$ cat config.mk
export PLATFORM = sky130hd
export DESIGN_NAME = vsa_fifo
export DESIGN_NICKNAME = d
export VERILOG_FILES = /design/src/sv/assert_macros.svh /design/src/sv/vsa_pkg.sv /design/src/sv/vsa_fifo.sv
export SDC_FILE = /design/constraint.sdc
export NUM_CORES = 1
export LEC_CHECK = 0
export ABC_AREA = 1
export BUFFER_PORTS_ARGS = -buffer_cell sky130_fd_sc_hd__buf_2
export CORE_MARGIN = 5
export CORE_UTILIZATION = 40
export DETAILED_ROUTE_END_ITERATION = 8
export PLACE_DENSITY = 0.59
export SLEW_MARGIN = 5
export SYNTH_ARGS = -nofsm -noshare
export SYNTH_HDL_FRONTEND = slang
export SYNTH_SLANG_ARGS = --single-unit
$ cat constraint.sdc
create_clock -name clk -period 20.2 [get_ports clk]
set_input_delay 2.02 -clock clk [delete_from_list [all_inputs] [get_ports clk]]
set_output_delay 2.02 -clock clk [all_outputs]
set_load 0.05 [all_outputs]
$ cat src/sv/assert_macros.svh
`ifndef ASSERT_MACROS_SVH
`define ASSERT_MACROS_SVH

// property that must hold at every clock edge outside reset
`define VSA_ASSERT_IMPLY(lbl, clk, rst, prop) \
  lbl: assert property (@(posedge clk) disable iff (rst) prop) else $error("assertion failed");

// condition that must never be seen outside reset
`define VSA_ASSERT_NEVER(lbl, clk, rst, expr) \
  lbl: assert property (@(posedge clk) disable iff (rst) !(expr)) else $error("assertion failed");

`endif

$ cat src/sv/vsa_pkg.sv
`timescale 1ns / 1ps
package vsa_pkg;

  localparam int OUT_BITS = 48;
  localparam int FIELD_BITS = 16;
  localparam int CFG_DATA_BITS = 32;
  localparam int CFG_ADDR_BITS = 2;
  localparam int QDEPTH = 2;

  localparam logic [CFG_ADDR_BITS-1:0] ADDR_METRIC_SELECT = '0;

  typedef enum logic [1:0] {
    MET_DOT = 2'd0,
    MET_L2  = 2'd1,
    MET_COS = 2'd2
  } metric_t;

  typedef struct packed {
    logic    sat;
    metric_t metric;
  } vsa_tag_t;

endpackage

$ cat src/sv/vsa_fifo.sv
`timescale 1ns / 1ps
module vsa_fifo #(
  parameter int WIDTH = 194
) (
  input  logic             clk,
  input  logic             rst,
  input  logic             push,
  input  logic [WIDTH-1:0] wr_data,
  input  logic             pop,
  output logic [WIDTH-1:0] rd_data,
  output logic             full,
  output logic             empty
);
  import vsa_pkg::*;

  localparam int PTR_BITS = (QDEPTH > 1) ? $clog2(QDEPTH) : 1;
  localparam int CNT_BITS = $clog2(QDEPTH + 1);

  logic [WIDTH-1:0]    mem [QDEPTH];
  logic [PTR_BITS-1:0] wr_ptr, rd_ptr;
  logic [CNT_BITS-1:0] count;

  assign full = (count == CNT_BITS'(QDEPTH));
  assign empty = (count == '0);
  assign rd_data = mem[rd_ptr];

  always_ff @(posedge clk) begin
    if (push) begin
      mem[wr_ptr] <= wr_data;
    end
  end

  always_ff @(posedge clk) begin
    if (rst) begin
      wr_ptr <= '0;
      rd_ptr <= '0;
      count <= '0;
    end else begin
      if (push) begin
        wr_ptr <= (wr_ptr == PTR_BITS'(QDEPTH - 1)) ? '0 : wr_ptr + 1'b1;
      end
      if (pop) begin
        rd_ptr <= (rd_ptr == PTR_BITS'(QDEPTH - 1)) ? '0 : rd_ptr + 1'b1;
      end
      if (push && !pop) begin
        count <= count + 1'b1;
      end else if (pop && !push) begin
        count <= count - 1'b1;
      end
    end
  end

endmodule

* Word-level counts from Yosys, hierarchy flattened
Memories as Yosys holds them, arrays and structs flattened. A register that Yosys moved wholly into a read port is not among the register bits.
Cells that the tools add are included.
** Storage, ports and cells
- Bits in writable memories :: 388
- Bits of input ports :: 198
- Memories :: 1
- Bits in read-only memories :: 0
- Register bits :: 4
- Output and inout port bits :: 196
- Bits in latches :: 0
** Operators by class
- Multiply operators :: 0
- Add/sub/neg operators :: 4
- Multiplexer cells :: 8
- Order comparisons :: 0
- Equality and inequality tests :: 1
- Reduce and logical (&&, ||, !) cells :: 6
- Bitwise operators :: 0
- Shift operators :: 0
- Div/mod/pow operators :: 0
** Memory list
- mem :: depth 2, bits a word 194, rd ports 1, clocked after Yosys merged registers in 1, write ports 1, line vsa_fifo.sv:19 : logic [WIDTH-1:0] mem [QDEPTH];
** Operators with widths (number)
- two-way mux 1 bit :: 6
- two-way mux 2 bit :: 2
- adder 1 bit, second input constant :: 2
- adder 2 x 1 -> 2 bit, second input constant :: 1
- equality test 2 bit, second input constant :: 1
- logical AND 1 bit :: 2
- zero test 1 bit :: 2
- zero test 2 bit :: 1
- nonzero test 2 bit :: 1
- subtractor 2 x 1 -> 2 bit, second input constant :: 1

* Longest topological paths before layout
Gate-level depths: netlist (run 1).
- Depth after elaboration :: 4
- Mapped depth :: 8
- Mapped depth without buffers :: 8

* Worst setup path before layout (run 1)
OpenSTA, ideal clock, no wires.
- Path type :: input port to flip-flop
- From :: in push
- To :: mem mem[0][0], enable pin
- Data required time :: 19.443 ns
- Path slack :: 9.276 ns
- Library setup time :: 0.757 ns
- Arrival time :: 10.167 ns
- Stages on the path :: 2
- Path through :: inv_1 -> nor2_1
** On the way
- Word-level cells in the longest chain between the ends :: 2
** RTL lines
- from (decl) :: line vsa_fifo.sv:7 : input logic push,
- two-way mux 1 bit :: line vsa_fifo.sv:28 : if (push) begin
- two-way mux 1 bit (not written as such) :: line vsa_fifo.sv:29 : mem[wr_ptr] <= wr_data;
- to (decl) :: line vsa_fifo.sv:19
No other way between the ends.

==> results of run 1 <==
## kinds of logic after synthesis
kind of cell	synth area share, %
buffers and inverters	1.79
AND/OR/NAND/NOR	0.412
AO/OA/AOI/OAI	0.0671
flip-flops	78.9
multiplexers	18.7
adder cells (fa/ha/maj)	0.0840
XOR/XNOR	0.0588
## power groups by stage
stage	Sequential [mW]	Clock (mW)	Combinational [mW]
floorplan	0.980	0	0.262
global route	0.966	0.756	0.342
detailed placement	0.980	0	0.330
CTS	0.963	0.719	0.331
finish	0.962	0.695	0.326
global placement	0.979	0	0.329
## worst paths after layout
kind,to
setup / recovery,rd_data[180]
hold / removal,rd_ptr$_SDFFE_PP0P_
setup reg to reg,mem[0][54]$_DFFE_PP_
hold reg to reg,rd_ptr$_SDFFE_PP0P_
## sequential cells by signal, indices dropped and copies added, names as in the netlist, named ones only
name	count
wr_ptr	1
count	2
mem	388
rd_ptr	1
## critical path, cell delays in order, from the launching register on
cell     delay, ns
dfxtp_4       0.96
buf_4         0.86
buf_4         0.91
mux2_2        0.42
buf_2         0.21
## through the flow
step / instances / cell area (sq um) / power (mW) / hold WS [ns] / util (%)
floorplan: 637 / 14900 / 1.24 / 0.480 / -
global placement: 1483 / 17300 / 1.31 / 0.499 / 47.1
detailed placement: 1483 / 17300 / 1.31 / 0.507 / 47.1
CTS: 1552 / 18500 / 2.01 / 0.522 / 50.5
global route: 1552 / 18500 / 2.06 / 0.550 / 50.5
finish: 1554 / 18500 / 1.98 / 0.516 / 50.5
## cells in the final DEF (no fill, tap or decap), drive strengths merged
| cell type | n |
|---|---|
| bufinv | 2 |
| nor3 | 1 |
| nand3 | 1 |
| xnor2 | 1 |
| diode | 2 |
| inv | 11 |
| a21oi | 1 |
| nand2 | 5 |
| clkinv | 15 |
| clkbuf | 50 |
| dfxtp | 5 |
| mux2 | 194 |
| edfxtp | 388 |
| ha | 1 |
| nor2 | 7 |
| buf | 400 |
| nand4 | 1 |
| o21ai | 1 |
## cell type report
class                   instances  area [sq um]
fillers                      3057         18200
flip-flops and latches        393         11800
multi-input cells             213          2890
repair buffers                400          2020
clock buffers                  50          1100
well taps                     468           586
clock inverters                19           140
inverters                       9          41.3
diodes                          2          5.00
## routing by layer
layer / vias to the layer above / part of all wire, % / GRT usage, % / wire [um]
li1: 3371 / - / - / -
met3: 59 / 12 / 6.88 / 3540
met2: 293 / 46 / 21.9 / 14000
met4: 24 / 1.9 / 3.61 / 584
met1: 3475 / 40 / 18.4 / 12400
met5: - / 0.52 / 0 / 160
==> results by group, run 1 <==
Yosys
  • Post-synth EDFFs: 388
  • Sequential element share of the synthesized area: between 70% and 80%
  • Yosys reg bits: 393
  • Avg Cell Area, Syn: 23.4 sq um
  • Count leader, synth: edfxtp_1
  • Top post-synthesis cells by area: edfxtp_1, mux2_4, mux2_2, buf_6, dfxtp_1
  • Synth top cells by count: edfxtp_1, mux2_4, mux2_2
  • Area fraction of the dominant cell type after synthesis: 78.2%
  • Top_reg_cell synth: edfxtp_1
  • Synth async-reset ratio: 0%
  • Synth Instances: roughly 640
  • Netlist cell types: 17
  • Mapped Nets: ~840
  • Synth area leader: edfxtp_1
  • Syn Std Cell Area: 0.0149 sq mm
  • Yosys warning count: 0

STA
  • Clk_skew: 0.0104 ns
  • Slew Limit Fails: 0
  • Setup TNS: 0 ns
  • RSZ-0062 raised after global routing: false
  • Fmax: 0.167 GHz
  • Worst slew margin: 29.8%
  • Final hold violation count: 0
  • Least-Margin Pin Slew: 1.05 ns
  • Final worst-path cycle share: 29.6%
  • Tmin final: 5.98 ns
  • Final WS setup: around 14 ns
  • Final setup vio count: 0

Pwr
  • Combinational cell fraction of total power: 16.5%
  • P_leak: 7.29 nW
  • Clock network fraction of total power: between 30% and 40%
  • Cell Int Power: 1.46 mW
  • Power Density: 107 mW/mm^2
  • Part of the power in registers: 48.5%
  • Switch share: 26.3%
  • VDD IR max: 75.9 uV
  • Sw power: 0.523 mW

Routing
  • DR iter-0 viols: 360
  • Residual DRC count: 0
  • DR pass1 iterations: 4
  • Post-route antenna net violation count: 0
  • DR vias/cell: 4.65
  • Wirelength per Cell: a little under 20 um
  • Vias: 7,222
  • Routed WL: 30.7 mm

Cells and area
  • Share of layout cells above drive strength 1: 59.9%
  • P&R area growth vs syn: 24.4%
  • Fin nets: 1,257

Placement
  • # port buffers: 393
  • GPL Wtd Cong: roughly 0.75
  • Dpl ws: 14.66 ns
  • HPWL after detailed placement: 21.0 mm

Global route
  • Initial antenna violation count: 13
  • Largest net degree at the start of global routing: 120
  • Global-route wire length before repair: 45.2 mm
  • Global route overflow: 0
  • Number of global-route vias before repair: between 7,000 and 8,000
  • GRT Util Overall: between 10% and 20%

Worst setup path
  • WS Path Type: reg -> out
  • Crit path DAT: 3.96 ns
  • Critical path capture point type: primary output
  • RR Startpoint: wr_ptr$_SDFFE_PP0P_
  • CP startpoint kind: flip-flop
  • Worst reg2reg path depth: 3
  • R2R setup slack: between 15 and 20 ns
  • Worst-path fanout max: 59
  • CP required: 18.18 ns

Clocking
  • CTS root buffer: clkbuf_16
  • Post-CTS Repair Setup Buffers: 0
  • Clock Latency Late Sink: 0.53 ns
  • Resized cells post-CTS: 0
  • Clock H-tree levels: 2
  • CTS Buf Count: 41
  • Hold-fix buffers at CTS: 0
  • Clk slew on worst S/H paths: 0.06 ns
  • CTS tree: built
  • Clock sinks: 393
  • CTS max path bufs: 3

Floorplan
  • Initial Util: 40.6%
  • Core Footprint: 0.0367 sq mm
  • Site row count: 70
  • Die X-Extent: 203 um
  • Io pins: 394
  • Die area: 0.0412 sq mm
  • Die H: slightly above 200 um

Worst hold path
  • HP Class: reg -> reg
  • Worst hold stages: 2
  • HP Start: rd_ptr$_SDFFE_PP0P_

Flow run
  • Max Cap Violations: 0

Outcome
  • Status: finished clean
(Power assumes the default switching activity.)
==> inputs of run 2 (changes only) <==
- PLACE_DENSITY: 0.59 -> 0.62
- clock period: 20.2 -> 5.14 ns (I/O delays scaled with it)
==> results by group, run 2 (synthesis results as in run 1) <==
Routing
  • Post-route antenna net violation count: 0
  • Vias: 7,367
  • DR iter-0 viols: 328
  • Wirelength per Cell: 20.0 um
  • DR pass1 iterations: 4
  • Routed WL: 31.1 mm
  • Residual DRC count: 0
  • DR vias/cell: about 4.7

Clocking
  • Resized cells post-CTS: 0
  • Clock Latency Late Sink: 0.54 ns
  • CTS tree: built
  • Clk slew on worst S/H paths: 0.06 ns
  • CTS Buf Count: 42
  • Hold-fix buffers at CTS: 0
  • Post-CTS Repair Setup Buffers: 0
  • CTS root buffer: clkbuf_16
  • CTS max path bufs: 3
  • Clock H-tree levels: 2
  • Clock sinks: 393

STA
  • Tmin final: ~3.2 ns
  • Fmax: between 0.3 and 0.4 GHz
  • Slew Limit Fails: 0
  • Final worst-path cycle share: 62.6%
  • Final setup vio count: 0
  • Least-Margin Pin Slew: between 1 and 1.5 ns
  • Final hold violation count: 0
  • Setup TNS: 0 ns
  • Worst slew margin: 30.6%
  • RSZ-0062 raised after global routing: false
  • Clk_skew: around 0.011 ns

Pwr
  • P_leak: 7.32 nW
  • VDD IR max: 344 uV
  • Power Density: about 420 mW/mm^2
  • Pwr Total: 7.87 mW

Cells and area
  • Non-Filler Instances: 1,559
  • Fin nets: 1,260
  • P&R area growth vs syn: 25.0%
  • Layout Utilization: 50.7%
  • Top Registers: mem x388, count x2
  • Most frequent cells in the layout: buf_2, edfxtp_1, mux2_4
  • Max FFs per register: ~390
  • Most flops, register: mem
  • Commonest non-fill, non-tap cell in the layout: buf_2
  • Share of layout cells above drive strength 1: 59.8%

Worst setup path
  • Crit path DAT: 2.71 ns
  • CP required: around 4.6 ns
  • WS Path Type: reg -> out
  • Worst-path fanout max: 55
  • Critical path capture point type: primary output
  • CP startpoint kind: flip-flop

Floorplan
  • Core Footprint: 0.0367 sq mm
  • Die X-Extent: around 200 um
  • Io pins: 394
  • Die H: roughly 200 um
  • Die area: 0.0412 sq mm
  • Site row count: 70
  • Initial Util: 40.6%

Global route
  • Global-route wire length before repair: 45.9 mm
  • Global route overflow: 0
  • Largest net degree at the start of global routing: 130
  • GRT Util Overall: about 14%
  • Initial antenna violation count: 8
  • Number of global-route vias before repair: 7,747

Outcome
  • Status: finished clean

Placement
  • GPL Wtd Cong: 0.740
  • Placed cell count: 1,485
  • HPWL after detailed placement: 21.1 mm
  • # port buffers: 393

Flow run
  • Max Cap Violations: 0

Worst hold path
  • HP Class: in -> reg
## run 2: cell count changes in the layout (fill, tap and decap cells not counted), sizes merged
cell / before / now
clkinv: 15 / 16
buf: 400 / 402
diode: 2 / 4
inv: 11 / 10
bufinv: 2 / 3
## run 2: per-stage QoR
step	cell area (sq um)	hold WS, ns	setup slack (ns)
final	18600	0.161	1.92
after global routing	18600	0.115	1.76
after CTS	18600	0.110	1.80
after detailed placement	17300	0.513	2.42
after global placement	17300	0.497	2.42
after floorplan	14900	0.480	0.267
## run 2: path summary, 6_finish.rpt
path / cells past startpoint / endpoint / slack, ns / start
setup / recovery: 3 / rd_data[36] / 1.92 / flip-flop
hold / removal: 1 / mem[0][129]$_DFFE_PP_ / 0.16 / wr_data[129]
setup reg to reg: 3 / mem[1][69]$_DFFE_PP_ / 2.81 / wr_ptr$_SDFFE_PP0P_
hold reg to reg: 2 / flip-flop / 0.53 / rd_ptr$_SDFFE_PP0P_
## run 2: per-layer routing
layer,vias up,global-route usage (%),wire [um]
met4,8,6.21,993
met2,257,24.1,15500
li1,3372,-,-
met3,65,5.48,2670
met5,-,0,46
met1,3665,16.9,11900
## run 2: where the power goes
part	switching [mW]	internal, mW
Sequential	0.0631	3.72
Combinational	0.879	0.413
Clock	1.13	1.67
## run 2: cell type report
cell class / instances / area [sq um]
fillers: 3021 / 18100
flip-flops and latches: 393 / 11800
multi-input cells: 213 / 2890
repair buffers: 402 / 2070
clock buffers: 50 / 1100
well taps: 468 / 586
clock inverters: 20 / 171
inverters: 9 / 41.3
diodes: 4 / 10.0
## run 2: worst max-delay path, stage by stage (launching register included)
cell and delay (ns):
dfxtp_4 1.00, buf_4 0.57, mux2_4 0.35, buf_2 0.21
