## config.mk

```make
export PLATFORM = sky130hd
export DESIGN_NAME = vsa_front_flat
export DESIGN_NICKNAME = d
export VERILOG_FILES = /design/src/sv/assert_macros.svh /design/src/sv/vsa_pkg.sv /design/src/sv/vsa_if.sv /design/src/sv/vsa_front.sv /design/src/flat_wrapper.sv
export SDC_FILE = /design/constraint.sdc
export NUM_CORES = 2
export LEC_CHECK = 0
export CAP_MARGIN = 10
export CORE_UTILIZATION = 39
export CTS_CLUSTER_SIZE = 28
export DETAILED_ROUTE_END_ITERATION = 7
export DONT_BUFFER_PORTS = 1
export PLACE_DENSITY_LB_ADDON = 0.3
export SLEW_MARGIN = 10
export SYNTH_ARGS = -nofsm -noshare
export SYNTH_HDL_FRONTEND = slang
export SYNTH_SLANG_ARGS = --single-unit
```

## constraint.sdc

```tcl
create_clock -name clk -period 9.3 [get_ports clk]
set_input_delay 0.93 -clock clk [delete_from_list [all_inputs] [get_ports clk]]
set_output_delay 0.93 -clock clk [all_outputs]
set_load 0.05 [all_outputs]
```

## src/sv/assert_macros.svh

```systemverilog
`ifndef ASSERT_MACROS_SVH
`define ASSERT_MACROS_SVH

// property that must hold at every clock edge outside reset
`define VSA_ASSERT_IMPLY(lbl, clk, rst, prop) \
  lbl: assert property (@(posedge clk) disable iff (rst) prop) else $error("assertion failed");

// condition that must never be seen outside reset
`define VSA_ASSERT_NEVER(lbl, clk, rst, expr) \
  lbl: assert property (@(posedge clk) disable iff (rst) !(expr)) else $error("assertion failed");

`endif

```

## src/sv/vsa_pkg.sv

```systemverilog
`timescale 1ns / 1ps
package vsa_pkg;

  localparam int OUT_BITS = 48;
  localparam int FIELD_BITS = 16;
  localparam int CFG_DATA_BITS = 32;
  localparam int CFG_ADDR_BITS = 2;
  localparam int QDEPTH = 2;

  localparam logic [CFG_ADDR_BITS-1:0] ADDR_METRIC_SELECT = '0;

  typedef enum logic [1:0] {
    MET_DOT = 2'd0,
    MET_L2  = 2'd1,
    MET_COS = 2'd2
  } metric_t;

  typedef struct packed {
    logic    sat;
    metric_t metric;
  } vsa_tag_t;

endpackage

```

## src/sv/vsa_if.sv

```systemverilog
`timescale 1ns / 1ps
interface vsa_in_if;
  logic                                valid;
  logic                                ready;
  logic signed [vsa_pkg::FIELD_BITS-1:0] elem_a;
  logic signed [vsa_pkg::FIELD_BITS-1:0] elem_b;
  logic                                last;

  modport source(output valid, elem_a, elem_b, last, input ready);
  modport sink(input valid, elem_a, elem_b, last, output ready);
endinterface


```

## src/sv/vsa_front.sv

```systemverilog
`timescale 1ns / 1ps
module vsa_front #(
  parameter int ELEM_BITS = 16,
  parameter int ACC_BITS = 48
) (
  input  logic                       clk,
  input  logic                       rst,
  vsa_in_if.sink                     items,
  input  vsa_pkg::metric_t           metric,
  input  logic                       q_full,
  output logic                       push,
  output logic signed [ACC_BITS-1:0] push_dot,
  output logic signed [ACC_BITS-1:0] push_dsq,
  output logic signed [ACC_BITS-1:0] push_na,
  output logic signed [ACC_BITS-1:0] push_nb,
  output vsa_pkg::vsa_tag_t          push_tag
);
  import vsa_pkg::*;

  localparam int XB = (ELEM_BITS > FIELD_BITS) ? ELEM_BITS : FIELD_BITS;
  localparam int PW = 2 * ELEM_BITS + 2;
  localparam int SW = ((ACC_BITS > PW) ? ACC_BITS : PW) + 2;
  localparam logic signed [SW-1:0] ACC_MAX = (SW'(1) <<< (ACC_BITS - 1)) - SW'(1);
  localparam logic signed [SW-1:0] ACC_MIN = -ACC_MAX - SW'(1);

  function automatic logic [ACC_BITS:0] sat_add(input logic signed [ACC_BITS-1:0] acc,
                                                input logic signed [PW-1:0] t);
    logic signed [SW-1:0] s;
    s = SW'(acc) + SW'(t);
    if (s > ACC_MAX) begin
      sat_add = {1'b1, ACC_MAX[ACC_BITS-1:0]};
    end else if (s < ACC_MIN) begin
      sat_add = {1'b1, ACC_MIN[ACC_BITS-1:0]};
    end else begin
      sat_add = {1'b0, s[ACC_BITS-1:0]};
    end
  endfunction

  logic [XB-1:0]               wa, wb;
  logic signed [ELEM_BITS-1:0] ea, eb;
  logic signed [ELEM_BITS:0]   df;
  logic signed [2*ELEM_BITS-1:0] m_ab, m_aa, m_bb;
  logic signed [2*ELEM_BITS+1:0] m_dd;

  logic                 p1_valid, p1_last;
  logic signed [PW-1:0] p1_ab, p1_dd, p1_aa, p1_bb;
  logic                 advance;

  logic signed [ACC_BITS-1:0] dot, dsq, na, nb;
  logic                       sat;
  logic [ACC_BITS:0]          s_dot, s_dsq, s_na, s_nb;
  logic                       sat_next;

  // elements are the low ELEM_BITS bits of the fields, sign taken from the top one
  assign wa = XB'($unsigned(items.elem_a));
  assign wb = XB'($unsigned(items.elem_b));
  assign ea = $signed(wa[ELEM_BITS-1:0]);
  assign eb = $signed(wb[ELEM_BITS-1:0]);
  assign df = (ELEM_BITS + 1)'(ea) - (ELEM_BITS + 1)'(eb);
  assign m_ab = ea * eb;
  assign m_aa = ea * ea;
  assign m_bb = eb * eb;
  assign m_dd = df * df;

  // the accumulate stage only waits when it holds a last word and the queue is full
  assign advance = !(p1_valid && p1_last && q_full);
  assign items.ready = advance;

  always_ff @(posedge clk) begin
    if (rst) begin
      p1_valid <= 1'b0;
    end else if (advance) begin
      p1_valid <= items.valid;
    end
  end

  always_ff @(posedge clk) begin
    if (advance) begin
      p1_last <= items.last;
      p1_ab <= PW'(m_ab);
      p1_aa <= PW'(m_aa);
      p1_bb <= PW'(m_bb);
      p1_dd <= PW'(m_dd);
    end
  end

  assign s_dot = sat_add(dot, p1_ab);
  assign s_dsq = sat_add(dsq, p1_dd);
  assign s_na = sat_add(na, p1_aa);
  assign s_nb = sat_add(nb, p1_bb);
  assign sat_next = sat | s_dot[ACC_BITS] | s_dsq[ACC_BITS] | s_na[ACC_BITS] | s_nb[ACC_BITS];

  assign push = p1_valid && p1_last && advance;
  assign push_dot = s_dot[ACC_BITS-1:0];
  assign push_dsq = s_dsq[ACC_BITS-1:0];
  assign push_na = s_na[ACC_BITS-1:0];
  assign push_nb = s_nb[ACC_BITS-1:0];
  assign push_tag = '{sat: sat_next, metric: metric};

  always_ff @(posedge clk) begin
    if (rst) begin
      dot <= '0;
      dsq <= '0;
      na <= '0;
      nb <= '0;
      sat <= 1'b0;
    end else if (p1_valid && advance) begin
      if (p1_last) begin
        dot <= '0;
        dsq <= '0;
        na <= '0;
        nb <= '0;
        sat <= 1'b0;
      end else begin
        dot <= s_dot[ACC_BITS-1:0];
        dsq <= s_dsq[ACC_BITS-1:0];
        na <= s_na[ACC_BITS-1:0];
        nb <= s_nb[ACC_BITS-1:0];
        sat <= sat_next;
      end
    end
  end

endmodule

```

## src/flat_wrapper.sv

```systemverilog
// flat-port wrapper written by rule: the top's interface ports become plain ports
module vsa_front_flat import vsa_pkg::*;
#(
  parameter int ELEM_BITS = 16,
  parameter int ACC_BITS = 48
)
  (clk, rst, metric, q_full, push, push_dot, push_dsq, push_na, push_nb, push_tag, items_valid, items_elem_a, items_elem_b, items_last, items_ready);
  vsa_in_if items_i ();
  input  logic clk;
  input  logic rst;
  input  vsa_pkg::metric_t metric;
  input  logic q_full;
  output logic push;
  output logic signed [ACC_BITS-1:0] push_dot;
  output logic signed [ACC_BITS-1:0] push_dsq;
  output logic signed [ACC_BITS-1:0] push_na;
  output logic signed [ACC_BITS-1:0] push_nb;
  output vsa_pkg::vsa_tag_t push_tag;
  input wire logic [$bits(items_i.valid)-1:0] items_valid;
  input wire logic [$bits(items_i.elem_a)-1:0] items_elem_a;
  input wire logic [$bits(items_i.elem_b)-1:0] items_elem_b;
  input wire logic [$bits(items_i.last)-1:0] items_last;
  output wire logic [$bits(items_i.ready)-1:0] items_ready;
  assign items_i.valid = items_valid;
  assign items_i.elem_a = items_elem_a;
  assign items_i.elem_b = items_elem_b;
  assign items_i.last = items_last;
  assign items_ready = items_i.ready;
  vsa_front #(.ELEM_BITS(ELEM_BITS), .ACC_BITS(ACC_BITS)) u_core (.clk(clk), .rst(rst), .items(items_i), .metric(metric), .q_full(q_full), .push(push), .push_dot(push_dot), .push_dsq(push_dsq), .push_na(push_na), .push_nb(push_nb), .push_tag(push_tag));
endmodule
```

# Word-level counts from Yosys, hierarchy flattened
# Cells that the tools add are included.
[classes]
bitwise_logic = 4
addsub = 5
reduce_logical = 5
n_lt_le_gt_ge = 8
n_mux = 13
n_mul = 4
[op_table]
columns = ["operator", "n"]
rows = [
  ["49-bit two-way mux", 8],
  ["50-bit by 48-bit greater-than comparator with 1-bit output (second input constant)", 4],
  ["50-bit by 48-bit < comparator with 1-bit output (second input constant)", 4],
  ["48-bit two-way mux", 4],
  ["48-bit by 32-bit adder with 49-bit output", 3],
  ["16-bit by 16-bit multiplier with 32-bit output", 3],
  ["48-bit by 34-bit adder with 49-bit output", 1],
  ["17-bit by 17-bit multiplier with 34-bit output", 1],
  ["16-bit by 16-bit subtractor with 17-bit output", 1],
  ["1-bit logical AND", 4],
  ["1-bit OR", 4],
  ["1-bit zero test", 1],
  ["1-bit two-way mux", 1],
]
[word_totals]
output_inout_bits = 197
elab_cells = 50
ff_bits = 325

# Depth between registers and ports, before layout
[logic_depth]
word_depth = 9
mapped_depth = 41
ltp_nobuf = 38

# Least setup slack after synthesis
# Ideal clock, no wire load.
[synth_timing]
kind = "input port to flip-flop"
from = "input items_elem_a[1]"
to = "register u_core.p1_dd[33], data pin"
slack_ns = -0.219
path_stages = 38
setup_ns = 0.265
arrival_ns = 9.254
path_buffers = 4
required_time_ns = 9.035
cell_sequence = "clkbuf_1 > inv_1 > clkbuf_1 > buf_1 > fa_1 > nor2b_1 > o21ai_0 > a21boi_0 > o21ai_0 > a21oi_1 > a211oi_1 > o31ai_1 > a21oi_1 > nor2b_1 > o22ai_1 > inv_1 > clkbuf_1 > nor2_1 > (+2 left out) > inv_1 > fa_1 > inv_1 > fa_1 > fa_1 > inv_1 > fa_1 > inv_1 > ha_1 > nand4_1 > or3b_2 > o21ai_0 > a21oi_1 > o31a_1 > a21oi_1 > o21ai_0 > a21oi_1 > a31oi_1"
[synth_between]
elab_chain_cells = 2
[synth_rtl]
columns = ["item", "line_no", "source"]
rows = [
  ["start: declaration", "flat_wrapper.sv:20", "input wire logic [$bits(items_i.elem_a)-1:0] items_elem_a;"],
  ["16-bit by 16-bit subtractor with 17-bit output", "vsa_front.sv:59", "assign df = (ELEM_BITS + 1)'(ea) - (ELEM_BITS + 1)'(eb);"],
  ["17-bit by 17-bit multiplier with 34-bit output", "vsa_front.sv:63", "assign m_dd = df * df;"],
  ["via u_core.m_dd[33]", "vsa_front.sv:43", "logic signed [2*ELEM_BITS+1:0] m_dd;"],
  ["end signal: assignment", "vsa_front.sv:83", "p1_dd <= PW'(m_dd);"],
  ["end: declaration", "vsa_front.sv:46", "logic signed [PW-1:0] p1_ab, p1_dd, p1_aa, p1_bb;"],
]
# The timed path passes the listed nets, and every way through them passes these cells.
# A chain may end at the register's enable or synchronous reset.

# Worst setup path in the final report
[layout_timing]
from = "input items_elem_b[1]"
to = "register u_core.p1_dd[33], data pin"
[layout_between]
elab_chain_cells = 2
[layout_rtl]
columns = ["item", "line_no", "source"]
rows = [
  ["start: declaration", "flat_wrapper.sv:21", "input wire logic [$bits(items_i.elem_b)-1:0] items_elem_b;"],
  ["16-bit by 16-bit subtractor with 17-bit output", "vsa_front.sv:59", ""],
  ["17-bit by 17-bit multiplier with 34-bit output", "vsa_front.sv:63", ""],
  ["via u_core.m_dd[33]", "vsa_front.sv:43", ""],
]
# The timed path passes the listed nets, and every way through them passes these cells.

==> flow_metrics.env <==
export IMPL_worst_pin_slew_ns=1.24
export IMPL_drc=4
export IMPL_ff2ff_setup_slack_ns=3.99
export IMPL_synth_net_count=8337
export IMPL_period_share_pct=94.3
export IMPL_synth_top_cell_area_share_pct=34.0
export IMPL_timing_rr_start="u_core.nb[0]"
export IMPL_crit_family="adder cells"
export IMPL_nFillCells=15200
export IMPL_syn2layout_area_growth_pct=7.32
export IMPL_cap_violations=0
export IMPL_ys_warn_count=0
export IMPL_finalHoldViolCount=0
export IMPL_cp_slowest_cell="fa_1"
export IMPL_num_rows=143
export IMPL_die_w_um=393
export IMPL_timing_rr_end="u_core.nb[6]"
export IMPL_cts_resized=0
export IMPL_syn_cell_area_sq_mm=0.0596
export IMPL_yosysSeqAreaShare_pct=13.0
export IMPL_hold_class="input port to flip-flop"
export IMPL_timing_slew_headroom_pct=16.9
export IMPL_fin_ws_ns=0.529
export IMPL_ys_ff_latch=322
export IMPL_synth_edff_count=128
export IMPL_cts_path_max_buffers=3
export IMPL_root_buffer="clkbuf_16"
export IMPL_pin_count=236
export IMPL_path_class="input port to flip-flop"
export IMPL_tns_ns=0
export IMPL_grt_pass1_vias=46900
export IMPL_fin_cells=8755
export IMPL_synth_most_common_cell="inv_1"
export IMPL_fmax_mhz=114
export IMPL_dp_cells=8674
export IMPL_syn_area_per_cell_sq_um=8.86
export IMPL_status="finished, violations left"
export IMPL_numClockSinks=322
export IMPL_routed_wl_mm=164
export IMPL_via_per_inst=5.20
export IMPL_clkTransAtPathRegs_ns=0.06
export IMPL_rsz0062_at_grt="false"
export IMPL_setup_violations=0
export IMPL_synth_distinct_cells=89
export IMPL_nets=8299
export IMPL_cp_start_kind="input port"
export IMPL_dp_slack_ns=-0.324
export IMPL_clock_latency_ns=0.61
export IMPL_rr_worst_depth=13
export IMPL_worstHoldPathCells=1
export IMPL_crit_path_max_incr_delay_ns=0.53
export IMPL_violations="DRC"
export IMPL_fin_util_pct=42.1
export IMPL_wl_per_cell_um=18.7
export IMPL_post_cts_buffers=0
export IMPL_numCtsBuffers=42
export IMPL_skew_ns=0.0295
export IMPL_finalCriticalPeriod_ns=8.77
export IMPL_port_buffers=0
export IMPL_initial_core_util_pct=39.3
export IMPL_drive_above_1_share_pct=4.71
export IMPL_slew_violations=0
export IMPL_htree_levels=2
export IMPL_cp_depth=33
export IMPL_first_iter_violations=2641
export IMPL_synth_cells=6728
export IMPL_grt_max_degree=75
export IMPL_path_buf_inv=7
export IMPL_cp_max_fo=22
export IMPL_globalplace_congestion=0.924
export IMPL_hpwl_mm=132
export IMPL_yosysTopAreaCell="fa_1"
export IMPL_drtAntennaViolNets=0
export IMPL_crit_path_end="u_core.p1_dd[33]"
export IMPL_ys_flop_type="dfxtp_1"
export IMPL_crit_start="items_elem_b[1]"
export IMPL_synth_commonest_cells="inv_1, fa_1, nand2_1"
export IMPL_die_y_um=393
export IMPL_grt_use_total_pct=21.4
export IMPL_die_area_sq_mm=0.154
export IMPL_end_kind="flip-flop"
export IMPL_dr_pass1_iters=8
export IMPL_cp_required_ns=9.65
export IMPL_gr_total_overflow=0
export IMPL_synth_area_leaders="fa_1, ha_1, inv_1, dfxtp_1, edfxtp_1"
export IMPL_cp_common_cell="fa_1"
export IMPL_tritoncts="yes"
export IMPL_num_vias=45600
export IMPL_core_area_sq_mm=0.152
export IMPL_grt_pass1_wl_mm=259
export IMPL_postCtsHoldBufs=0
export IMPL_arrival_ns=9.12
export IMPL_grt_antenna_before_repair=7
export IMPL_async_flop_share_pct=0
==> logic make-up after synthesis <==
group | count (synthesis) | synth area share, %
mux | 7 | 0.126
xor+xnor | 333 | 4.91
compound gates | 1259 | 13.5
flops | 322 | 13.0
fa+ha+maj | 1596 | 46.2
buf+inv | 1575 | 10.1
simple gates | 1636 | 12.3
==> cell usage in the layout (no fill, tap or decap), types with 26 or more instances in the layout <==
cell,instances
inv_1,1307
fa_1,1012
nand2_1,647
ha_1,558
nor2_1,483
a21oi_1,374
xnor2_1,218
dfxtp_1,194
o21ai_0,189
buf_4,168
a21o_1,155
edfxtp_1,128
and2_1,120
xor2_1,113
o21ai_1,107
a22o_1,74
nand3_1,72
o21bai_1,64
nand2b_1,62
nor3_1,51
o211ai_1,46
clkbuf_16,43
nor2b_1,40
nand4_1,37
o21a_1,37
a211oi_1,33
and3_1,30
maj3_1,26
==> how the worst min path moves through the flow <==
stage / endpoint / start
after floorplan: u_core.na[12] / u_core.na[12]
after global placement: u_core.na[9] / u_core.na[9]
after detailed placement: u_core.na[3] / u_core.na[3]
after CTS: u_core.p1_valid / rst
after global routing: u_core.dot[45] / rst
final: u_core.p1_valid / rst
==> metrics by stage <==
stage / hold WS, ns / instance area (sq um)
after floorplan: 0.431 / 59600
after global placement: 0.439 / 62500
after detailed placement: 0.445 / 62500
after CTS: 0.340 / 63900
after global routing: 0.361 / 63900
final: 0.384 / 64000
==> sequential cells by signal (all words and copies together), names as in the netlist <==
signal	count
u_core.na	48
u_core.p1_ab	32
u_core.sat	1
u_core.nb	48
u_core.p1_last	1
u_core.p1_valid	1
u_core.dsq	48
u_core.p1_aa	31
u_core.dot	48
u_core.p1_dd	33
u_core.p1_bb	31
==> cell type report <==
class / count / area (sq um) / share of cell area (%)
repair buffers: 171 / 1320 / 2.07
multi-input cells: 4831 / 46000 / 71.9
well taps: 2030 / 2540 / 3.97
flip-flops and latches: 322 / 7730 / 12.1
clock inverters: 30 / 312 / 0.487
diodes: 1 / 2.50 / 0.00391
inverters: 1322 / 4960 / 7.76
clock buffers: 48 / 1110 / 1.74
==> worst reg2reg max path, delay by kind of cell (launching register included) <==
| kind | cells | cell delay [ns] |
|---|---|---|
| AO/OA/AOI/OAI | 8 | 2.69 |
| AND/OR/NAND/NOR | 2 | 1.46 |
| adder cells (fa/ha/maj) | 2 | 0.49 |
| flip-flops | 1 | 0.34 |
| buffers and inverters | 1 | 0.25 |
==> layer usage <==
layer	track usage, %	routed length, um	up-vias
met1	29.5	73000	22800
met2	34.3	74900	1181
li1	-	-	21400
met3	4.06	12100	177
met4	5.36	3980	0
met5	0	0	-
Power is not shown: default switching activity piles up to over one toggle a cycle in this logic, so the estimate is an artifact.
