===== config.mk =====
export PLATFORM = sky130hd
export DESIGN_NAME = vsa_back_flat
export DESIGN_NICKNAME = d
export VERILOG_FILES = /design/src/sv/assert_macros.svh /design/src/sv/vsa_pkg.sv /design/src/sv/vsa_if.sv /design/src/sv/vsa_back.sv /design/src/flat_wrapper.sv
export SDC_FILE = /design/constraint.sdc
export NUM_CORES = 2
export LEC_CHECK = 0
export ABC_AREA = 1
export BUFFER_PORTS_ARGS = -buffer_cell sky130_fd_sc_hd__buf_2
export CAP_MARGIN = 25
export CORE_MARGIN = 1.5
export CORE_UTILIZATION = 54
export DETAILED_ROUTE_END_ITERATION = 6
export GPL_ROUTABILITY_DRIVEN = 1
export PLACE_DENSITY = 0.74
export SLEW_MARGIN = 20
export SYNTH_ARGS = -nofsm -noshare
export SYNTH_HDL_FRONTEND = slang
export SYNTH_SLANG_ARGS = --single-unit

===== constraint.sdc =====
create_clock -name clk -period 6.6 [get_ports clk]
set_input_delay 0.66 -clock clk [delete_from_list [all_inputs] [get_ports clk]]
set_output_delay 0.66 -clock clk [all_outputs]
set_load 0.005 [all_outputs]

===== src/sv/assert_macros.svh =====
`ifndef ASSERT_MACROS_SVH
`define ASSERT_MACROS_SVH

// property that must hold at every clock edge outside reset
`define VSA_ASSERT_IMPLY(lbl, clk, rst, prop) \
  lbl: assert property (@(posedge clk) disable iff (rst) prop) else $error("assertion failed");

// condition that must never be seen outside reset
`define VSA_ASSERT_NEVER(lbl, clk, rst, expr) \
  lbl: assert property (@(posedge clk) disable iff (rst) !(expr)) else $error("assertion failed");

`endif


===== src/sv/vsa_pkg.sv =====
`timescale 1ns / 1ps
package vsa_pkg;

  localparam int OUT_BITS = 48;
  localparam int FIELD_BITS = 16;
  localparam int CFG_DATA_BITS = 32;
  localparam int CFG_ADDR_BITS = 2;
  localparam int QDEPTH = 2;

  localparam logic [CFG_ADDR_BITS-1:0] ADDR_METRIC_SELECT = '0;

  typedef enum logic [1:0] {
    MET_DOT = 2'd0,
    MET_L2  = 2'd1,
    MET_COS = 2'd2
  } metric_t;

  typedef struct packed {
    logic    sat;
    metric_t metric;
  } vsa_tag_t;

endpackage


===== src/sv/vsa_if.sv =====


interface vsa_out_if;
  logic                                valid;
  logic                                ready;
  logic signed [vsa_pkg::OUT_BITS-1:0] metric_value;
  logic                                zero_norm;
  logic                                saturated;

  modport source(output valid, metric_value, zero_norm, saturated, input ready);
  modport sink(input valid, metric_value, zero_norm, saturated, output ready);
endinterface


===== src/sv/vsa_back.sv =====
`timescale 1ns / 1ps
module vsa_back #(
  parameter int ACC_BITS = 48,
  parameter int COS_FRAC_BITS = 30
) (
  input  logic                       clk,
  input  logic                       rst,
  input  logic                       q_empty,
  input  logic signed [ACC_BITS-1:0] q_dot,
  input  logic signed [ACC_BITS-1:0] q_dsq,
  input  logic signed [ACC_BITS-1:0] q_na,
  input  logic signed [ACC_BITS-1:0] q_nb,
  input  vsa_pkg::vsa_tag_t          q_tag,
  output logic                       pop,
  output logic                       idle,
  vsa_out_if.source                  results
);
  import vsa_pkg::*;

  localparam int PW = 2 * ACC_BITS;
  localparam int QB = 2 * COS_FRAC_BITS + 4;
  localparam int RB = QB / 2;
  localparam int SRW = RB + 2;
  localparam int CB = (QB > ACC_BITS) ? $clog2(QB) : $clog2(ACC_BITS);
  localparam int VW = COS_FRAC_BITS + 2;
  localparam int XW = (ACC_BITS > OUT_BITS) ? ACC_BITS : OUT_BITS;
  localparam logic [VW-1:0] ONE = VW'(1) << COS_FRAC_BITS;
  localparam logic signed [XW-1:0] OMAX = (XW'(1) <<< (OUT_BITS - 1)) - XW'(1);
  localparam logic signed [XW-1:0] OMIN = -OMAX - XW'(1);

  typedef enum logic [7:0] {
    ST_IDLE  = 8'b0000_0001,
    ST_MULA  = 8'b0000_0010,
    ST_MULB  = 8'b0000_0100,
    ST_CHECK = 8'b0000_1000,
    ST_DIV   = 8'b0001_0000,
    ST_SQRT  = 8'b0010_0000,
    ST_ROUND = 8'b0100_0000,
    ST_DONE  = 8'b1000_0000
  } state_t;

  state_t state;

  logic [ACC_BITS-1:0] mag;
  logic                neg;
  logic [PW-1:0]       mc, prod, prod_next, msq, pr;
  logic [ACC_BITS-1:0] mp, nb_hold;
  logic [CB-1:0]       cnt;
  logic [PW-1:0]       rem;
  logic [PW:0]         rem_t;
  logic [QB-1:0]       dlow, quo;
  logic [QB-1:0]       sd;
  logic [RB-1:0]       root;
  logic [SRW-1:0]      srem;
  logic [SRW+1:0]      srem_t, trial;
  logic [RB:0]         qv;
  logic [VW-1:0]       qc;
  logic                rem_ge, root_ge;

  logic signed [XW-1:0] sel_wide;
  logic signed [OUT_BITS-1:0] clamp_val;
  logic                 clamp_sat;

  logic signed [OUT_BITS-1:0] res_value;
  logic                       res_zn, res_sat;

  assign idle = (state == ST_IDLE);
  assign pop = idle && !q_empty;
  assign results.valid = (state == ST_DONE);
  assign results.metric_value = res_value;
  assign results.zero_norm = res_zn;
  assign results.saturated = res_sat;

  assign mag = q_dot[ACC_BITS-1] ? (~q_dot + 1'b1) : q_dot;
  assign prod_next = prod + (mp[0] ? mc : '0);

  // one quotient bit of the scaled square over the norm product per cycle
  assign rem_t = {rem, dlow[QB-1]};
  assign rem_ge = (rem_t >= {1'b0, pr});

  // one root bit per cycle, two dividend bits in
  assign srem_t = {srem, sd[QB-1:QB-2]};
  assign trial = {root, 2'b01};
  assign root_ge = (srem_t >= trial);

  assign qv = ({1'b0, root} + 1'b1) >> 1;
  assign qc = ((RB + 1 > VW) ? (qv > (RB + 1)'(ONE)) : 1'b0) ? ONE : VW'(qv);

  always_comb begin
    case (q_tag.metric)
      MET_L2:  sel_wide = XW'(q_dsq);
      default: sel_wide = XW'(q_dot);
    endcase
    clamp_sat = 1'b0;
    if (sel_wide > OMAX) begin
      clamp_val = OMAX[OUT_BITS-1:0];
      clamp_sat = 1'b1;
    end else if (sel_wide < OMIN) begin
      clamp_val = OMIN[OUT_BITS-1:0];
      clamp_sat = 1'b1;
    end else begin
      clamp_val = sel_wide[OUT_BITS-1:0];
    end
  end

  always_ff @(posedge clk) begin
    if (rst) begin
      state <= ST_IDLE;
    end else begin
      case (state)
        ST_IDLE: begin
          if (!q_empty) begin
            if (q_tag.metric == MET_COS && q_na != '0 && q_nb != '0) begin
              state <= ST_MULA;
            end else begin
              state <= ST_DONE;
            end
          end
        end
        ST_MULA: begin
          if (cnt == CB'(ACC_BITS - 1)) state <= ST_MULB;
        end
        ST_MULB: begin
          if (cnt == CB'(ACC_BITS - 1)) state <= ST_CHECK;
        end
        ST_CHECK: begin
          if ({2'b00, msq} >= {pr, 2'b00}) state <= ST_DONE;
          else state <= ST_DIV;
        end
        ST_DIV: begin
          if (cnt == CB'(QB - 1)) state <= ST_SQRT;
        end
        ST_SQRT: begin
          if (cnt == CB'(RB - 1)) state <= ST_ROUND;
        end
        ST_ROUND: state <= ST_DONE;
        ST_DONE: begin
          if (results.ready) state <= ST_IDLE;
        end
        default: state <= ST_IDLE;
      endcase
    end
  end

  always_ff @(posedge clk) begin
    case (state)
      ST_IDLE: begin
        neg <= q_dot[ACC_BITS-1];
        res_sat <= q_tag.sat;
        res_zn <= 1'b0;
        mc <= PW'(mag);
        mp <= mag;
        nb_hold <= q_nb;
        prod <= '0;
        cnt <= '0;
        // second multiply takes the norm of the first vector from here
        msq <= PW'(q_na);
        if (q_tag.metric == MET_COS) begin
          if (q_na == '0 || q_nb == '0) begin
            res_value <= '0;
            res_zn <= 1'b1;
          end
        end else begin
          res_value <= clamp_val;
          res_sat <= q_tag.sat | clamp_sat;
        end
      end
      ST_MULA: begin
        mc <= mc << 1;
        mp <= mp >> 1;
        prod <= prod_next;
        cnt <= cnt + 1'b1;
        if (cnt == CB'(ACC_BITS - 1)) begin
          mc <= msq;
          mp <= nb_hold;
          msq <= prod_next;
          prod <= '0;
          cnt <= '0;
        end
      end
      ST_MULB: begin
        mc <= mc << 1;
        mp <= mp >> 1;
        prod <= prod_next;
        cnt <= cnt + 1'b1;
        if (cnt == CB'(ACC_BITS - 1)) begin
          pr <= prod_next;
          cnt <= '0;
        end
      end
      ST_CHECK: begin
        rem <= msq >> 2;
        dlow <= {msq[1:0], {(QB - 2){1'b0}}};
        quo <= '0;
        cnt <= '0;
        // ratio at or beyond four means the rounded magnitude is capped at one
        res_value <= neg ? OUT_BITS'(ONE << 1) : '0;
      end
      ST_DIV: begin
        rem <= rem_ge ? PW'(rem_t - {1'b0, pr}) : PW'(rem_t);
        quo <= {quo[QB-2:0], rem_ge};
        dlow <= dlow << 1;
        cnt <= cnt + 1'b1;
        if (cnt == CB'(QB - 1)) begin
          sd <= {quo[QB-2:0], rem_ge};
          root <= '0;
          srem <= '0;
          cnt <= '0;
        end
      end
      ST_SQRT: begin
        srem <= root_ge ? SRW'(srem_t - trial) : SRW'(srem_t);
        root <= {root[RB-2:0], root_ge};
        sd <= sd << 2;
        cnt <= cnt + 1'b1;
      end
      ST_ROUND: begin
        res_value <= neg ? OUT_BITS'(ONE + qc) : OUT_BITS'(ONE - qc);
      end
      default: begin
      end
    endcase
  end

endmodule


===== src/flat_wrapper.sv =====
// flat-port wrapper written by rule: the top's interface ports become plain ports
module vsa_back_flat import vsa_pkg::*;
#(
  parameter int ACC_BITS = 48,
  parameter int COS_FRAC_BITS = 30
)
  (clk, rst, q_empty, q_dot, q_dsq, q_na, q_nb, q_tag, pop, idle, results_valid, results_metric_value, results_zero_norm, results_saturated, results_ready);
  vsa_out_if results_i ();
  input  logic clk;
  input  logic rst;
  input  logic q_empty;
  input  logic signed [ACC_BITS-1:0] q_dot;
  input  logic signed [ACC_BITS-1:0] q_dsq;
  input  logic signed [ACC_BITS-1:0] q_na;
  input  logic signed [ACC_BITS-1:0] q_nb;
  input  vsa_pkg::vsa_tag_t q_tag;
  output logic pop;
  output logic idle;
  output wire logic [$bits(results_i.valid)-1:0] results_valid;
  output wire logic [$bits(results_i.metric_value)-1:0] results_metric_value;
  output wire logic [$bits(results_i.zero_norm)-1:0] results_zero_norm;
  output wire logic [$bits(results_i.saturated)-1:0] results_saturated;
  input wire logic [$bits(results_i.ready)-1:0] results_ready;
  assign results_valid = results_i.valid;
  assign results_metric_value = results_i.metric_value;
  assign results_zero_norm = results_i.zero_norm;
  assign results_saturated = results_i.saturated;
  assign results_i.ready = results_ready;
  vsa_back #(.ACC_BITS(ACC_BITS), .COS_FRAC_BITS(COS_FRAC_BITS)) u_core (.clk(clk), .rst(rst), .q_empty(q_empty), .q_dot(q_dot), .q_dsq(q_dsq), .q_na(q_na), .q_nb(q_nb), .q_tag(q_tag), .pop(pop), .idle(idle), .results(results_i));
endmodule

# After elaboration in Yosys (flattened, before gate mapping)
# Cells that the tools add are included.
[totals] elab_cells=122 out_inout_bits=53 register_bits=898 inputBits=199
[classes] reduce_logical=22 order_cmp=6 n_eq_ne=20 add_sub_neg=8 muxes=46 bitwise_logic=2
[ops] op="96-bit one-hot mux with 3 select lines" n=2
[ops] op="96-bit two-way mux" n=5
[ops] op="48-bit two-way mux" n=8
[ops] op="96-bit one-hot mux with 2 select lines" n=2
[ops] op="48-bit one-hot mux with 3 select lines" n=2
[ops] op="64-bit one-hot mux with 2 select lines" n=2
[ops] op="63-bit one-hot mux with 2 select lines" n=1
[ops] op="96-bit by 98-bit >= comparator with 1-bit output" n=1
[ops] op="97-bit by 96-bit >= comparator with 1-bit output" n=1
[ops] op="96-bit adder" n=1
[ops] op="48-bit logical NOT" n=2
[ops] op="32-bit two-way mux" n=3
[ops] op="48-bit nonzero test" n=2
[ops] op="96-bit subtractor" n=1
[ops] op="34-bit two-way mux" n=2
[ops] op="34-bit one-hot mux with 2 select lines" n=1
[ops] op="64-bit two-way mux" n=1
[ops] op="8-bit two-way mux" n=8
[ops] op="32-bit one-hot mux with 2 select lines" n=1
[ops] op="8-bit one-hot mux with 8 select lines" n=1
[ops] op="48-bit by 1-bit adder with 48-bit output, second input constant" n=1
[ops] op="48-bit greater-than comparator, second input constant" n=1
[ops] op="48-bit < comparator, second input constant" n=1
[ops] op="48-bit inverter" n=1
[ops] op="35 further kinds" n=53

# Longest topological paths before layout
[depth] word_depth=7 mapped_depth=27 ltp_nobuf=25

# Worst setup path before layout
# No wires, ideal clock.
[synth_path] path_kind="flip-flop to flip-flop" start="register u_core.state[4]" end="register u_core.mc[0] (enable)" arrival_time_ns=6.325 path_buffers=0 t_required_ns=5.988 path_stages_with_launch=8 period_less_slack_ns=6.937 slack_ns=-0.337 setup_ns=0.612 cell_sequence="dfxtp_1 > nor2_1 > inv_1 > nor2_1 > inv_2 > nor4_4 > nor2_1 > nand2_1"
[synth_via] elab_chain_len=2 elab_cells_between_ends=4 cone_classes="eq/ne: 3; reduce/logical: 1"
[synth_rtl] item="start, declared" line="vsa_back.sv:42" rtl="state_t state;"
[synth_rtl] item="start signal, assigned" line="vsa_back.sv:108" rtl="state <= ST_IDLE;"
[synth_rtl] item="start signal, assigned" line="vsa_back.sv:114" rtl="state <= ST_MULA;"
[synth_rtl] item="start signal, assigned" line="vsa_back.sv:116" rtl="state <= ST_DONE;"
[synth_rtl] item="8-bit by 2-bit == test with 1-bit output (tied with other cells)" line="vsa_back.sv:146" rtl="case (state)"
[synth_rtl] item="3-bit nonzero test (no line) (*)"
[synth_rtl] item="end signal, assigned" line="vsa_back.sv:151" rtl="mc <= PW'(mag);"
[synth_rtl] item="end signal, assigned" line="vsa_back.sv:169" rtl="mc <= mc << 1;"
[synth_rtl] item="end signal, assigned" line="vsa_back.sv:174" rtl="mc <= msq;"
[synth_rtl] item="end, declared" line="vsa_back.sv:46" rtl="logic [PW-1:0] mc, prod, prod_next, msq, pr;"
# Mark *: on every way between the ends. The rest lies on a longest branch, timed or not.
# A chain may end at the register's enable or synchronous reset.

# Final worst setup path
[layout_path] start="register u_core.mp[0]" end="register u_core.msq[65] (data pin)"
[layout_via] elab_chain_len=4
[layout_rtl] item="start, declared" line="vsa_back.sv:47" rtl="logic [ACC_BITS-1:0] mp, nb_hold;"
[layout_rtl] item="start signal, assigned" line="vsa_back.sv:152" rtl="mp <= mag;"
[layout_rtl] item="start signal, assigned" line="vsa_back.sv:170" rtl="mp <= mp >> 1;"
[layout_rtl] item="start signal, assigned" line="vsa_back.sv:175" rtl="mp <= nb_hold;"
[layout_rtl] item="96-bit two-way mux" line="vsa_back.sv:75" rtl="assign prod_next = prod + (mp[0] ? mc : '0);"
[layout_rtl] item="96-bit adder" line="vsa_back.sv:75"
[layout_rtl] item="96-bit two-way mux" line="vsa_back.sv:173" rtl="if (cnt == CB'(ACC_BITS - 1)) begin"
[layout_rtl] item="96-bit one-hot mux with 2 select lines" line="vsa_back.sv:146"
[layout_rtl] item="end signal, assigned" line="vsa_back.sv:157" rtl="msq <= PW'(q_na);"
[layout_rtl] item="end signal, assigned" line="vsa_back.sv:176" rtl="msq <= prod_next;"
[layout_rtl] item="end, declared" line="vsa_back.sv:46"
# Every way passes these cells. The select of a mux whose other input is x is not followed.

==> results by group <==
Synthesis
  • Post-Syn Instances: 7070
  • Cell area after synthesis: 56400 um^2
  • Synth area leaders: edfxtp_1, nand2_1, inv_1, ha_1, o21ai_0
  • Post-synth EDFFs: 828
  • Sequential share of the synthesized area: 0.444
  • Post-synth top flop: edfxtp_1
  • Syn_nets: 7596
  • #FFs+latches synth: 836
  • Dominant cell type by area after synthesis: edfxtp_1
  • Syn Area/Cell: 7.97 um^2
  • Yosys warning count: 0
  • Yosys cell types: 69
  • Yosys top cell area share: 0.441
  • Async S/R FF share, synth: 0

STA
  • Worst slew margin: 0.223
  • Max Clock Skew: 0.0354 ns
  • Final number of setup-violating endpoints: 0
  • Worst-margin pin slew: 1.15 ns
  • Final hold violations: 0
  • Max Clk Rate: 186 MHz
  • Min cycle time layout: 5.37 ns
  • Max Transition Viols Final: 0
  • Crit share post-route: 0.814
  • RSZ-0062 raised after global routing: no
  • Total negative slack: 0 ns

Placement
  • IO buf count: 251
  • Final Wtd Congestion: 1.02
  • DP Wirelength: 151000 um

Drt
  • Drt total wl: 191000 um
  • Antenna Violating Nets Remaining: 0
  • DR iter-0 viols: 6675
  • DR WL/cell: 21.9 um
  • Vias/cell: 5.87
  • Drt drc: 2
  • Drt first pass iters: 7
  • Via count: 51200

Clock tree
  • PostCTS Resize Cnt: 0
  • Clock transition at path regs: 0.07 ns
  • Root Driver: clkbuf_16
  • TritonCTS clock tree: built
  • H-tree levels: 3
  • Max Buffers Root-to-Sink: 3
  • CTS buffer count: 90
  • CTS sink count: 836
  • Clk Latency, worst-skew pair: 0.70 ns
  • Hold_buf cts: 0
  • Postcts setup bufs: 0

Setup path
  • Worst path cell trace: buf_12 -> nand2_1 -> inv_1 -> ha_1 -> a21oi_1 -> inv_1 -> a31oi_1 -> inv_1 -> a21oi_1 -> nor2_1 -> nor2_1 -> o21ai_0 -> a21oi_1 -> o21ai_0 -> nand3_1 -> nand2_1 -> xnor2_1 -> o21ai_0
  • Slowest cell delay on critical path: 0.77 ns
  • CP Class: reg2reg
  • Crit Path Max Fanout: 85
  • CP endpoint kind: flop
  • Crit path max-delay family: compound AO/OA/AOI/OAI gates
  • Startpoint types: flop
  • CP Buf/Inv Count: 4
  • Slowest stage cell, crit path: a21oi_1
  • Worst endpoint required time: 6.99 ns
  • CP arrival: 5.76 ns

Power and ir drop
  • Power Density: 364 nW/um^2
  • P_leak: 27.4 nW
  • Pint: 13.3 mW
  • Proportion of power drawn by combinational gates: 0.369
  • Tot Pwr: 22.6 mW
  • Worst VDD drop: 451 uV
  • Clock Power Share: 0.232
  • Sw Ratio: 0.414
  • Sequential cell fraction of total power: 0.399
  • Sw Pwr: 9.38 mW

Status
  • Failing checks: design-rule violations
  • Outcome: complete, but fails checks

Flow run
  • Max-Cap Viols: 0

Floorplan
  • Die area: 106000 um^2
  • Die Span Y: 326 um
  • Core Box Area: 103000 um^2
  • Initial Utilization: 0.545
  • Row cnt: 118
  • Die width: 326 um
  • IO Pins: 252

Cells and area
  • Fillers: 9522
  • Finished Core Util: 0.601
  • Layout cells sized above 1: 0.0687
  • Final Net Count: 7792
  • Area grow syn2layout: 10.2%

Global route
  • Largest net degree at the start of global routing: 103
  • Grt ovf: 0
  • Total track usage: 0.351
  • Vias in the first global route: 48100
  • Initial antenna violation count: 4
  • First-pass GRT wire length: 284000 um

Hold path
  • HP Class: in2reg
## synth_stat cells, drive strengths merged (9+ instances only)
library cell	count
nor3	73
xnor2	108
nand2	1351
o21a	35
nand4	58
ha	325
nand3	285
nand3b	9
a21o	20
or2	16
nor2	843
o31ai	15
nor4	63
a21boi	23
a31oi	47
buf	50
and3	9
a21oi	559
edfxtp	828
xor2	92
o21ai	738
a32o	19
inv	1141
clkbuf	143
o21bai	27
o22ai	28
a211oi	9
o211ai	87
## area by class of cell
class	count	area, um^2	area share
diodes	4	10.0	0.000161
clock buffers	105	2330	0.0375
clock inverters	61	701	0.0113
inverters	1144	4300	0.0692
multi-input cells	4897	26400	0.424
flip-flops and latches	836	25000	0.403
well taps	1380	1730	0.0278
repair buffers	297	1700	0.0273
## power by group through the flow
| stage | logic, mW | clock network (mW) | registers (mW) |
|---|---|---|---|
| after floorplan | 5.09 | 0 | 8.78 |
| after global placement | 7.90 | 0 | 9.00 |
| after detailed placement | 8.06 | 0 | 9.01 |
| after CTS | 8.09 | 5.29 | 8.94 |
| after global routing | 9.04 | 5.47 | 9.10 |
| final | 8.35 | 5.26 | 9.03 |
## path summary, 6_finish.rpt
path	startpoint	to	slack [ns]	cells after the start
worst min register to register	u_core.sd[61]	u_core.sd[63]	0.51	2
worst min-delay path	q_tag[2]	u_core.results.saturated	0.13	1
worst max-delay path	u_core.mp[0]	u_core.msq[65]	1.23	18
worst max register to register	u_core.mp[0]	u_core.msq[65]	1.23	18
## metrics by stage
stage	hold slack, ns	setup slack (ns)	cells	instance area (um^2)
global route	0.124	1.23	8723	62100
detailed placement	0.501	1.61	8553	59100
CTS	0.0963	1.57	8719	62100
global placement	0.497	1.54	8551	59000
finish	0.132	1.23	8724	62200
floorplan	0.465	1.20	7070	56400
## layer usage
metal | global-route usage | part of all wire | vias to the layer above
met1 | 0.512 | 0.43 | 23900
li1 | - | - | 24300
met2 | 0.522 | 0.43 | 2640
met3 | 0.0658 | 0.11 | 367
met5 | 0 | 0 | -
met4 | 0.122 | 0.038 | 0
## placed cells by master (no fill, tap or decap), types with 28 or more instances in the layout
cell type / synthesis / layout
buf_2: 16 / 251
a21oi_1: 559 / 559
xnor2_1: 108 / 108
nor4_1: 61 / 61
nand2_1: 1342 / 1335
o211ai_1: 87 / 87
buf_4: 1 / 40
o21ai_0: 703 / 703
nand3_1: 283 / 282
ha_1: 325 / 325
xor2_1: 92 / 92
o22ai_1: 28 / 28
nor3_1: 71 / 71
nand4_1: 58 / 58
inv_1: 1135 / 1131
clkbuf_16: 0 / 91
edfxtp_1: 828 / 828
nor2_1: 831 / 829
a31oi_1: 47 / 47
o21ai_1: 34 / 33
o21a_1: 35 / 35
## cells by family (layout without fill, tap and decap cells)
group           Yosys count  after routing  synth area share
simple gates           2716           2716             0.199
compound gates         1646           1646             0.162
buf+inv                1337           1607            0.0902
flops                   836            836             0.444
fa+ha+maj               327            327            0.0728
xor+xnor                200            200            0.0311
mux                       6              6           0.00107
other cells               2              6          0.000133
## flip-flops by register name, summed over array words and instances, names as in the netlist
name                         count
u_core.pr                       96
u_core.mp                       48
u_core.results.zero_norm         1
u_core.sd                       64
u_core.results.metric_value     48
u_core.msq                      96
u_core.dlow                      2
u_core.root                     32
u_core.quo                      63
u_core.srem                     34
u_core.prod                     96
u_core.neg                       1
u_core.cnt                       6
u_core.mc                       96
u_core.nb_hold                  48
u_core.state                     8
u_core.rem                      96
u_core.results.saturated         1
Power figures use the tool's default switching activity.
